## src/sv/swgc_pkg.sv

```systemverilog
package swgc_pkg;

  localparam int WIN_W   = 16;
  localparam int OFF_W   = 16;
  localparam int TIME_W  = 24;
  localparam int CT_W    = 29;
  localparam int MISS_W  = 22;
  localparam int DEPTH_W = 16;
  localparam int POS_W   = 17;

  localparam logic [DEPTH_W-1:0] DEPTH_RESET = 16'd512;

  // Pedestal jumps repeat every 64 samples.
  localparam int PED_PERIOD = 64;
  localparam int PED_BITS   = $clog2(PED_PERIOD);

  localparam logic [CT_W-1:0] CT_MAX = {1'b0, {(CT_W-1){1'b1}}};
  localparam logic [CT_W-1:0] CT_MIN = {1'b1, {(CT_W-1){1'b0}}};

  localparam logic [MISS_W-1:0] MISS_MAX = {1'b0, {(MISS_W-1){1'b1}}};
  localparam logic [MISS_W-1:0] MISS_MIN = {1'b1, {(MISS_W-1){1'b0}}};

  // One input item with its list positions already worked out.
  typedef struct packed {
    logic [WIN_W-1:0]  window_number;
    logic              has_window;
    logic              last;
    logic [WIN_W-1:0]  sample_rise;
    logic [OFF_W-1:0]  fall_offset;
    logic [TIME_W-1:0] time_req;
    logic [POS_W-1:0]  pos_rise;
    logic [POS_W-1:0]  pos_fall;
    logic [POS_W-1:0]  pos_time;
  } stage_t;

  // Everything the result stage needs from a closed pulse.
  typedef struct packed {
    logic                     c_differ;
    logic [WIN_W-1:0]         rise_win;
    logic [WIN_W-1:0]         fall_win;
    logic signed [MISS_W-1:0] missing;
    logic                     order_ok;
    logic                     repeat_seen;
    logic                     pedestal_jump;
    logic [TIME_W-1:0]        time_req;
  } snap_t;

endpackage

```

## src/sv/swgc_track.sv

```systemverilog
module swgc_track import swgc_pkg::*; #(
  parameter int MAX_WINDOWS = 256
) (
  input  logic               clk,
  input  logic               rst_n,
  input  stage_t             item,
  input  logic               fire,
  input  logic [DEPTH_W-1:0] storage_depth,
  output snap_t              snap
);

  localparam int IDX_W = $clog2(MAX_WINDOWS + 1);

  logic [WIN_W-1:0]         prev_r, prev_nxt;
  logic [IDX_W-1:0]         idx_r, idx_nxt;
  logic [WIN_W-1:0]         rise_win_r, rise_win_nxt;
  logic [WIN_W-1:0]         fall_win_r, fall_win_nxt;
  logic signed [MISS_W-1:0] miss_r, miss_nxt;
  logic                     order_ok_r, order_ok_nxt;
  logic                     repeat_r, repeat_nxt;
  logic                     rise_cap_r, rise_cap_nxt;
  logic                     fall_cap_r, fall_cap_nxt;

  logic                     take;
  logic [POS_W-1:0]         k_ext;
  logic [POS_W-1:0]         size_ext;
  logic [POS_W-1:0]         c0;
  logic [POS_W-1:0]         c1;
  logic signed [WIN_W:0]    gap_raw;
  logic signed [WIN_W:0]    gap;
  logic signed [MISS_W:0]   miss_sum;

  always_comb begin
    take    = item.has_window && (idx_r < IDX_W'(MAX_WINDOWS));
    k_ext   = POS_W'(idx_r);
    gap_raw = $signed({1'b0, item.window_number}) - $signed({1'b0, prev_r});
    // Wrap round the circular storage; a gap can stay negative and is kept so.
    gap     = (gap_raw < 0) ? gap_raw + $signed({1'b0, storage_depth}) : gap_raw;
    miss_sum = (MISS_W+1)'(miss_r) + (MISS_W+1)'(gap) - (MISS_W+1)'(1);

    prev_nxt     = prev_r;
    idx_nxt      = idx_r;
    rise_win_nxt = rise_win_r;
    fall_win_nxt = fall_win_r;
    miss_nxt     = miss_r;
    order_ok_nxt = order_ok_r;
    repeat_nxt   = repeat_r;
    rise_cap_nxt = rise_cap_r;
    fall_cap_nxt = fall_cap_r;

    if (take) begin
      if (idx_r != '0) begin
        if ((k_ext <= item.pos_fall) && (gap != 1)) begin
          order_ok_nxt = 1'b0;
        end
        if (k_ext <= item.pos_time) begin
          if (gap != 1) begin
            if (miss_sum[MISS_W:MISS_W-1] == 2'b01) begin
              miss_nxt = MISS_MAX;
            end else if (miss_sum[MISS_W:MISS_W-1] == 2'b10) begin
              miss_nxt = MISS_MIN;
            end else begin
              miss_nxt = miss_sum[MISS_W-1:0];
            end
          end
          if (gap == 0) begin
            repeat_nxt = 1'b1;
          end
        end
      end
      if (k_ext == item.pos_rise) begin
        rise_win_nxt = item.window_number;
        rise_cap_nxt = 1'b1;
      end
      if (k_ext == item.pos_fall) begin
        fall_win_nxt = item.window_number;
        fall_cap_nxt = 1'b1;
      end
      prev_nxt = item.window_number;
      idx_nxt  = idx_r + IDX_W'(1);
    end

    // Positions past the end of the list fall back to its last window.
    size_ext = POS_W'(idx_nxt);
    c0 = (item.pos_rise < size_ext) ? item.pos_rise : size_ext - POS_W'(1);
    c1 = (item.pos_fall < size_ext) ? item.pos_fall : size_ext - POS_W'(1);

    snap.c_differ    = (idx_nxt != '0) && (c0 != c1);
    snap.rise_win    = rise_cap_nxt ? rise_win_nxt : prev_nxt;
    snap.fall_win    = fall_cap_nxt ? fall_win_nxt : prev_nxt;
    snap.missing     = miss_nxt;
    snap.order_ok    = order_ok_nxt;
    snap.repeat_seen = repeat_nxt;
    snap.time_req    = item.time_req;
    if (item.sample_rise == '0) begin
      snap.pedestal_jump = (item.fall_offset[PED_BITS-1:0] == {PED_BITS{1'b1}});
    end else begin
      snap.pedestal_jump = (item.sample_rise[PED_BITS-1:0] == {PED_BITS{1'b1}}) &&
                           (item.fall_offset[PED_BITS-1:0] == '0);
    end
  end

  always_ff @(posedge clk) begin
    if (!rst_n || (fire && item.last)) begin
      prev_r     <= '0;
      idx_r      <= '0;
      rise_win_r <= '0;
      fall_win_r <= '0;
      miss_r     <= '0;
      order_ok_r <= 1'b1;
      repeat_r   <= 1'b0;
      rise_cap_r <= 1'b0;
      fall_cap_r <= 1'b0;
    end else if (fire) begin
      prev_r     <= prev_nxt;
      idx_r      <= idx_nxt;
      rise_win_r <= rise_win_nxt;
      fall_win_r <= fall_win_nxt;
      miss_r     <= miss_nxt;
      order_ok_r <= order_ok_nxt;
      repeat_r   <= repeat_nxt;
      rise_cap_r <= rise_cap_nxt;
      fall_cap_r <= fall_cap_nxt;
    end
  end

endmodule

```

## config.mk

```make
export PLATFORM = sky130hd
export DESIGN_NAME = swgc_track
export DESIGN_NICKNAME = d
export VERILOG_FILES = /design/src/sv/swgc_pkg.sv /design/src/sv/swgc_track.sv
export SDC_FILE = /design/constraint.sdc
export NUM_CORES = 1
export LEC_CHECK = 0
export ABC_CLOCK_PERIOD_IN_PS = 8800
export BUFFER_PORTS_ARGS = -buffer_cell sky130_fd_sc_hd__buf_2
export CAP_MARGIN = 30
export CORE_ASPECT_RATIO = 0.6
export CORE_MARGIN = 2
export CORE_UTILIZATION = 40
export DETAILED_ROUTE_END_ITERATION = 10
export GPL_ROUTABILITY_DRIVEN = 0
export HOLD_SLACK_MARGIN = 0.08
export PLACE_DENSITY = 0.73
export SYNTH_ARGS = -nofsm -noshare
export SYNTH_HDL_FRONTEND = slang
export SYNTH_SLANG_ARGS = --single-unit
```

## constraint.sdc

```tcl
create_clock -name clk -period 8.8 [get_ports clk]
set_input_delay 0 -clock clk [delete_from_list [all_inputs] [get_ports clk]]
set_output_delay 0 -clock clk [all_outputs]
set_load 0.01 [all_outputs]
```

* Yosys cells after proc, flatten, opt, wreduce, memory -nomap -nowiden *
Cells that the tools add are included.

storage, ports and cells
  input bits = 144
  word-level logic and storage cells = 70
  register bits after elaboration = 83
  output and inout port bits = 82

operators by class
  equal/unequal tests = 8
  mux-type cells = 29
  add/subtract/negate cells = 6
  $lt $le $gt $ge = 6
  reduce and logical (&&, ||, !) cells = 12

operators with widths
  cell                   count
  $mux 22                6
  $mux 16                7
  $mux 17                3
  $eq 9x17->1            2
  $le 9x17->1            2
  $lt 17x9->1            2
  $logic_not 32->1       1
  $add 22x17->23         1
  $sub 23x2->23 const B  1
  $reduce_bool 9->1      2
  $add 17x17->17         1
  $lt 17x1->1 const B    1
  $ne 17x17->1           1
  $ne 17x2->1 const B    1
  $sub 16x16->17         1
  $logic_not 16->1       1
  $eq 6x6->1 const B     2
  $mux 1                 12
  $sub 9x1->10 const B   1
  $add 9x1->9 const B    1
  $lt 9x9->1 const B     1
  $mux 9                 1
  $logic_not 6->1        1
  $logic_and 1x1->1      5
  other kinds (4)        4

* Longest topological paths before layout *
Gate-level depths: netlist of run 1.

  word-level depth = 12
  gate-level depth with buffers = 34
  depth with buffers taken out = 31

* Least setup slack after synthesis of run 1 *
No wires, ideal clock.

  kind = reg2reg
  start = register prev_r[0]
  end = register miss_r[0]
  buffers on the path = 4
  arrival = 5924 ps
  setup slack = 2746 ps
  data required time = 8670 ps
  clock period less this slack = 6054 ps
  stages on the path, launching flop included = 32
  setup time = 130 ps
  cell sequence = dfxtp_1 > ha_1 > fa_1 > nor2b_4 > o31a_4 > o2111ai_2 > nand2_1 > xor2_1 > ha_1 > clkbuf_1 > a211oi_1 > nand2_1 > a21oi_1 > nor4_1 > o2111a_1 > a211oi_2 > ha_1 > inv_1 > ha_1 > a21oi_1 > nand2b_1 > a211o_1 > a21oi_2 > or4_1 > nand3_1 > or3_1 > buf_4 > and2_1 > buf_4 > buf_4 > nand4_1 > o31ai_2

on the way
  word-level cells in the longest chain between the ends = 12
  elaborated cells on any way between the ends = 15
  those cells by class = add/sub: 4; order compare: 1; eq/ne: 3; mux: 7

RTL lines
  element                                        line               text
  start, declared                                swgc_track.sv:14   logic [WIN_W-1:0] prev_r, prev_nxt;
  start signal, assigned                         swgc_track.sv:115  prev_r <= prev_nxt;
  $sub 16x16->17 (*)                             swgc_track.sv:36   gap_raw = $signed({1'b0, item.window_number}) - $signed({1'b0, prev_r});
  $add 17x17->17 or $lt 17x1->1 (tied branches)  swgc_track.sv:38   gap = (gap_raw < 0) ? gap_raw + $signed({1'b0, storage_depth}) : gap_raw;
  $mux 17 (*)                                    swgc_track.sv:38
  $add 22x17->23                                 swgc_track.sv:39   miss_sum = (MISS_W+1)'(miss_r) + (MISS_W+1)'(gap) - (MISS_W+1)'(1);
  $sub 23x2->23                                  swgc_track.sv:39
  $eq 2x2->1                                     swgc_track.sv:60   end else if (miss_sum[MISS_W:MISS_W-1] == 2'b10) begin
  $mux 22                                        swgc_track.sv:60
  $mux 22                                        swgc_track.sv:58   if (miss_sum[MISS_W:MISS_W-1] == 2'b01) begin
  $mux 22 (*)                                    swgc_track.sv:57   if (gap != 1) begin
  $mux 22 (*)                                    swgc_track.sv:56   if (k_ext <= item.pos_time) begin
  $mux 22 (*)                                    swgc_track.sv:52   if (idx_r != '0) begin
  $mux 22 (*)                                    swgc_track.sv:51   if (take) begin
  end signal, assigned                           swgc_track.sv:119  miss_r <= miss_nxt;
  end, declared                                  swgc_track.sv:18   logic signed [MISS_W-1:0] miss_r, miss_nxt;

Mark *: on every way between the ends. The rest lies on a longest branch, timed or not.
A chain may end at the register's enable or synchronous reset.

* Final worst setup path of run 1 *
  start = input item[109] in the netlist's numbering
  end = register miss_r[2]

on the way
  word-level cells in the longest chain between the ends = 12
  elaborated cells on any way between the ends = 15
  those cells by class = add/sub: 4; order compare: 1; eq/ne: 3; mux: 7

RTL lines
  element                                        line              text
  start, declared                                swgc_track.sv:6   input stage_t item,
  $sub 16x16->17 (*)                             swgc_track.sv:36
  $add 17x17->17 or $lt 17x1->1 (tied branches)  swgc_track.sv:38
  $mux 17 (*)                                    swgc_track.sv:38
  $add 22x17->23                                 swgc_track.sv:39
  $sub 23x2->23                                  swgc_track.sv:39
  $eq 2x2->1                                     swgc_track.sv:60
  $mux 22                                        swgc_track.sv:60
  $mux 22                                        swgc_track.sv:58
  $mux 22 (*)                                    swgc_track.sv:57
  $mux 22 (*)                                    swgc_track.sv:56
  $mux 22 (*)                                    swgc_track.sv:52
  $mux 22 (*)                                    swgc_track.sv:51

Marks and branches as above.

==> results.tsv, run 1 <==
metric	value	unit
hold depth	4	
Post-DRT Antenna Nets	0	
DIE AREA	26900	um^2
leakage	0.00550	uW
initial antenna violation count	1	
fin nets	1792	
number of global-route vias before repair	9709	
post_cts resized	0	
final max-slew violation count	0	
Setup CP Type	in2reg	
HP Class	in2reg	
register area share after synthesis	16.3	%
worst hold start	rst_n	
Final Cycle Share	90.6	%
xor-xnor portion of the synthesized cell area	6.91	%
Synth Net Count	1643	
ys flop type	dfxtp_1	
Hold Path End	repeat_r	
Synth Area in Simple Gates	22.9	%
Max clock buf depth	2	
GRT met2 Usage	34.1	%
Setup TNS Final	0	ns
Final Skew	0.0104	ns
Yosys reg bits	83	
Adder-Cell Fraction of Synth Area	15.0	%
wire per inst	17.4	um
Period minus WS final	7.98	ns
share of layout cells above drive strength 1	17.1	%
Synth Area in Compound Gates	24.0	%
first-pass GRT wire length	50500	um
Slew @ Worst Pin	0.892	ns
I/O pin cnt	226	
core area	25200	um^2
worst reg-to-reg setup slack	0.88	ns
die width	210	um
ys async rst share	0	%
Max Clk Rate	125	MHz
# DRC	0	
final wirelength	32500	um
slowest stage cell, crit path	and2_1	
largest cells by area after synthesis	dfxtp_1 (16%), ha_1 (14%), nand2_1 (6.5%)	
Post-Syn Area	10200	um^2
clock-pin transition on the worst setup and hold timing paths	0.07	ns
Rel. slew slack	40.3	%
Via Count	10700	
die height	128	um
yosys warns	0	
multiplexer area fraction after synthesis	5.74	%
VDD IR-drop max	0.121	mV
clk_lat worst skew	0.36	ns
CTS sink cnt	83	
synth unique cells	95	
TritonRoute pass-1 iters	5	
Setup crit end kind	register	
grt ovf	0	
vias per std cell	5.73	
CTS Buf Count	9	
HPWL after detailed placement	24900	um
pwr/cell area	188	nW/um^2
Final setup viols	0	
port bufs	167	
CTS tree	done	
Syn Area/Cell	7.39	um^2
P&R area growth vs syn	15.7	%
Std-Cell Rows	45	
reg2reg end	miss_r[2]	
Post-Syn Instances	1381	
share of the synthesized area in the top cell type	16.3	%
endpoints failing hold	0	
R2R cell count	26	
Startpoint Class	primary input	
CTS root buf	clkbuf_16	
initial DRC count	985	
cell taking the most area after synthesis	dfxtp_1	
GRT Max-Usage Layer	met1	
Worst EP arrival	8.27	ns
M1 GR Usage	35.0	%
max-cap violation count	0	
GRT Total Usage	23.6	%
RSZ-0062 raised after global routing	false	
GR Layer Usage met3	4.90	%
largest net degree at the start of global routing	71	
worst path required time	9.09	ns
number of synthesized flops with an enable pin	0	
status	finished, final reports clean	
Starting Density	40.6	%
CTS HTree Levels	3	
final core occ	46.9	%
max incr delay on CP	0.74	ns
worst r2r src	prev_r[3]	
main combinational cell family by area after synthesis	compound AO/OA/AOI/OAI gates	
CP max FO	18	
## power breakdown
group	internal (uW)	leakage (uW)	total [uW]	switching [uW]
logic	565	0.00468	1430	869
clock network	217	0.000149	394	178
registers	385	0.000670	391	6.44
total	1170	0.00550	2220	1050
## critical path: cells and delay by family
family          cells  cell delay (ns)
xor+xnor            1             0.32
fa+ha+maj           5             1.40
compound gates     13             3.16
simple gates        7             2.28
mux                 1             0.17
buf+inv             5             0.92
## layer usage
layer / up-vias / routed length (um)
met4: 0 / 667
met2: 527 / 13000
met1: 4946 / 15600
li1: 5166 / -
met3: 49 / 3210
met5: - / 0
## cell families after synthesis
family,Yosys count
adder cells (fa/ha/maj),121
buffers and inverters,207
AND/OR/NAND/NOR,486
multiplexers,55
flip-flops,83
AO/OA/AOI/OAI,350
XOR/XNOR,79
## through the flow
step | hold WS, ns | cells | worst slack, ns | total power [uW] | area (um^2)
detailed placement | 0.0000686 | 1806 | 1.06 | 1770 | 11100
finish | 0.227 | 1865 | 0.823 | 2220 | 11800
global route | 0.209 | 1865 | 0.229 | 2390 | 11800
global placement | 0.0000686 | 1804 | 1.26 | 1740 | 11100
CTS | 0.334 | 1863 | 0.936 | 2200 | 11800
floorplan | 0.0918 | 1381 | 2.75 | 1460 | 10200
## repair_timing
item / in CTS / in global routing
buffers inserted: 0 / 0
hold buffers: 41 / 0
endpoints found under the hold margin: 73 / 0
## synthesized netlist by cell type, types with 7 or more instances
| cell type | number |
|---|---|
| a211oi_1 | 12 |
| a21o_1 | 23 |
| a21oi_1 | 120 |
| a221o_1 | 17 |
| a31oi_1 | 8 |
| and2_1 | 8 |
| and3_1 | 8 |
| buf_4 | 29 |
| clkbuf_1 | 41 |
| dfxtp_1 | 83 |
| ha_1 | 115 |
| inv_1 | 126 |
| mux2_4 | 7 |
| mux2i_1 | 48 |
| nand2_1 | 177 |
| nand2b_1 | 26 |
| nand3_1 | 24 |
| nand4_1 | 16 |
| nor2_1 | 124 |
| nor2b_1 | 11 |
| nor3_1 | 23 |
| nor4_1 | 18 |
| o211ai_1 | 8 |
| o21a_1 | 16 |
| o21ai_0 | 57 |
| o221a_2 | 16 |
| or2_2 | 7 |
| or3_1 | 11 |
| xnor2_1 | 45 |
| xor2_1 | 33 |
## how the worst max path moves through the flow
stage | cells past startpoint | to | start | slack [ns]
CTS | 32 | miss_r[2] | item[109] | 0.94
global placement | 29 | miss_r[3] | prev_r[0] | 1.26
global route | 32 | miss_r[3] | item[109] | 0.23
floorplan | 31 | miss_r[0] | prev_r[0] | 2.75
finish | 32 | miss_r[2] | item[109] | 0.82
detailed placement | 29 | miss_r[2] | prev_r[0] | 1.06
## area by class of cell
type | count | area, um^2
antenna | 1 | 2.50
clock buffer | 12 | 267
clock inverter | 4 | 31.3
fill | 2482 | 13400
inverter | 126 | 473
multi-input combinational | 1091 | 7620
sequential | 83 | 1660
tap | 329 | 412
timing repair buffer | 219 | 1340
## registers in the layout, indices dropped and copies added (netlist names)
signal and flops:
idx_r 9, rise_win_r 16, prev_r 16, repeat_r 1, order_ok_r 1, fall_win_r 16
fall_cap_r 1, miss_r 22, rise_cap_r 1
## cell usage in the layout, fill, tap and decap left out, types with 12 or more instances in the layout
| cell | Yosys | layout |
|---|---|---|
| dlygate4sd3_1 | 0 | 41 |
| xnor2_1 | 45 | 45 |
| a21o_1 | 23 | 23 |
| a211oi_1 | 12 | 12 |
| xor2_1 | 33 | 33 |
| o21a_1 | 16 | 16 |
| o221a_2 | 16 | 16 |
| inv_1 | 126 | 126 |
| a21oi_1 | 120 | 120 |
| mux2i_1 | 48 | 48 |
| nor3_1 | 23 | 23 |
| nand3_1 | 24 | 24 |
| buf_2 | 3 | 167 |
| nand4_1 | 16 | 16 |
| nand2b_1 | 26 | 26 |
| nor4_1 | 18 | 18 |
| nand2_1 | 177 | 176 |
| a221o_1 | 17 | 17 |
| ha_1 | 115 | 115 |
| dfxtp_1 | 83 | 83 |
| o21ai_0 | 57 | 57 |
| nor2_1 | 124 | 124 |
Note: power is estimated with default switching activity, not from simulation.
==> run 2: changes to the inputs <==
PLACE_DENSITY = 0.62   (was 0.73)
TNS_END_PERCENT = 20   (was default)
==> run 2 against run 1 <==
- setup slack gained 0.28 ns
- global-route usage grew 0.55 points
- fmax grew 3.7%
- clock skew is essentially flat
- combinational power is essentially flat
- first-iteration DRC count grew 5.1%
- worst hold slack lost 0.12 ns
- largest power group unchanged
- highest routed layer unchanged
==> results.tsv, run 2 (synthesized netlist as in run 1, its figures left out) <==
metric	value	unit	change
status	finished, final reports clean		unchanged
Std-Cell Rows	45		unchanged
RSZ-0062 raised after global routing	false		unchanged
Post-DRT Antenna Nets	0		unchanged
max-cap violation count	0		unchanged
final non-filler cell total	1870		was 1865
share of layout cells above drive strength 1	17.0	%	was 17.1%
max incr delay on CP	0.56	ns	was 0.74 ns
Ant. Diodes	0		was 1
leakage	0.00555	uW	was 0.00550 uW
Top delay family on crit path	compound AO/OA/AOI/OAI gates		unchanged
first-pass GRT wire length	51300	um	was 50500 um
Inst Count DP	1807		was 1806
most frequent cells in the layout	nand2_1 (176), buf_2 (167), inv_1 (126), nor2_1 (124), a21oi_1 (120)		unchanged
final wirelength	33100	um	was 32500 um
clock-pin transition on the worst setup and hold timing paths	0.06	ns	was 0.07 ns
grt ovf	0		unchanged
CTS Buf Count	9		unchanged
total chip power	2270	uW	was 2220 uW
Setup TNS Final	0	ns	unchanged
slowest stage cell, crit path	a211oi_2		was and2_1
Period minus WS final	7.69	ns	was 7.98 ns
Placed Instance Area	11100	um^2	about the same
CP max FO	17		was 18
Rel. slew slack	38.3	%	was 40.3%
pwr/cell area	191	nW/um^2	was 188 nW/um^2
# DRC	0		unchanged
I/O pin cnt	226		unchanged
Final Cycle Share	87.4	%	was 90.6%
HP Class	in2reg		unchanged
Final Skew	0.0108	ns	was 0.0104 ns
Slew @ Worst Pin	0.923	ns	was 0.892 ns
Max clock buf depth	2		unchanged
Starting Density	40.6	%	unchanged
VDD IR-drop max	0.139	mV	was 0.121 mV
CTS sink cnt	83		unchanged
Post-CTS Setup Bufs	0		unchanged
HPWL after detailed placement	25300	um	was 24900 um
commonest non-fill, non-tap cell in the layout	nand2_1		unchanged
Via Count	10500		was 10700
number of global-route vias before repair	9539		was 9709
CTS HTree Levels	3		unchanged
Startpoint Class	primary input		unchanged
Final setup viols	0		unchanged
die width	210	um	unchanged
fin nets	1798		was 1792
GRT Total Usage	24.1	%	was 23.6%
Max Clk Rate	130	MHz	was 125 MHz
final max-slew violation count	0		unchanged
die height	128	um	unchanged
DIE AREA	26900	um^2	unchanged
Top reg by flops	miss_r		unchanged
CP most frequent cell	ha_1		
Setup CP Type	in2out		was in2reg
largest net degree at the start of global routing	61		was 71
Setup crit end kind	output port		was register
port bufs	167		unchanged
initial DRC count	1035		was 985
CTS root buf	clkbuf_16		unchanged
Hold-fix buffers, CTS	47		was 41
CP bufs+invs	6		was 5
wire per inst	17.7	um	was 17.4 um
post_cts resized	0		unchanged
endpoints failing hold	0		unchanged
worst path required time	8.80	ns	was 9.09 ns
Worst EP arrival	7.69	ns	was 8.27 ns
P&R area growth vs syn	16.5	%	was 15.7%
CTS tree	done		unchanged
final instance area	11900	um^2	was 11800 um^2
clk_lat worst skew	0.37	ns	was 0.36 ns
final setup margin	1.11	ns	was 0.823 ns
Setup WS pre-CTS	1.61	ns	was 1.06 ns
vias per std cell	5.59		was 5.73
TritonRoute pass-1 iters	5		unchanged
initial antenna violation count	0		was 1
number of flip-flops in the largest register	22		unchanged
core area	25200	um^2	unchanged
[run 2: cell types whose count changed in the layout (fill, tap and decap cells not counted), sizes merged]
| cell | previous run | this run |
|---|---|---|
| dlygate4sd3 | 41 | 47 |
| bufinv | 0 | 2 |
| clkinv | 3 | 1 |
| clkbuf | 12 | 11 |
| clkinvlp | 0 | 1 |
| diode | 1 | 0 |
[run 2: metrics by stage]
stage | hold slack, ns | utilization, %
floorplan | 0.0918 | -
global placement | 0.0000686 | 44.0
detailed placement | 0.0000686 | 44.1
CTS | 0.0945 | 47.3
global route | 0.108 | 47.3
finish | 0.109 | 47.3
[run 2: area by class of cell]
| class | count | area [um^2] |
|---|---|---|
| Sequential cell | 83 | 1660 |
| Multi-Input combinational cell | 1091 | 7620 |
| Inverter | 126 | 473 |
| Clock inverter | 5 | 85.1 |
| Clock buffer | 11 | 243 |
| Fill cell | 2531 | 13300 |
| Tap cell | 329 | 412 |
| Timing Repair Buffer | 225 | 1400 |
[run 2: final timing paths]
| kind | startpoint | end | slack (ns) | cells after the start |
|---|---|---|---|---|
| setup / recovery | item[109] | snap[30] | 1.11 | 31 |
| hold / removal | fire | order_ok_r | 0.11 | 3 |
| setup reg to reg | prev_r[3] | miss_r[2] | 1.39 | 28 |
| hold reg to reg | order_ok_r | order_ok_r | 0.45 | 1 |
[run 2: worst reg2reg max path, delay by kind of cell, from the launching register on]
kind / cells / cell delay (ns)
compound gates: 9 / 2.35
simple gates: 10 / 2.45
xor+xnor: 1 / 0.35
fa+ha+maj: 4 / 1.32
mux: 2 / 0.45
flops: 1 / 0.33
buf+inv: 2 / 0.10
[run 2: power breakdown]
group / total (uW) / switching, uW / leakage (uW) / internal [uW]
clock network: 437 / 178 / 0.000156 / 258
logic: 1440 / 869 / 0.00472 / 571
registers: 391 / 6.14 / 0.000670 / 385
total: 2270 / 1050 / 0.00555 / 1210
[run 2: metal layers]
metal / track usage, % / part of all wire [%]
met5: 0 / 0
met4: 3.63 / 0.92
met3: 5.71 / 9.3
met2: 34.8 / 40
met1: 36.5 / 50
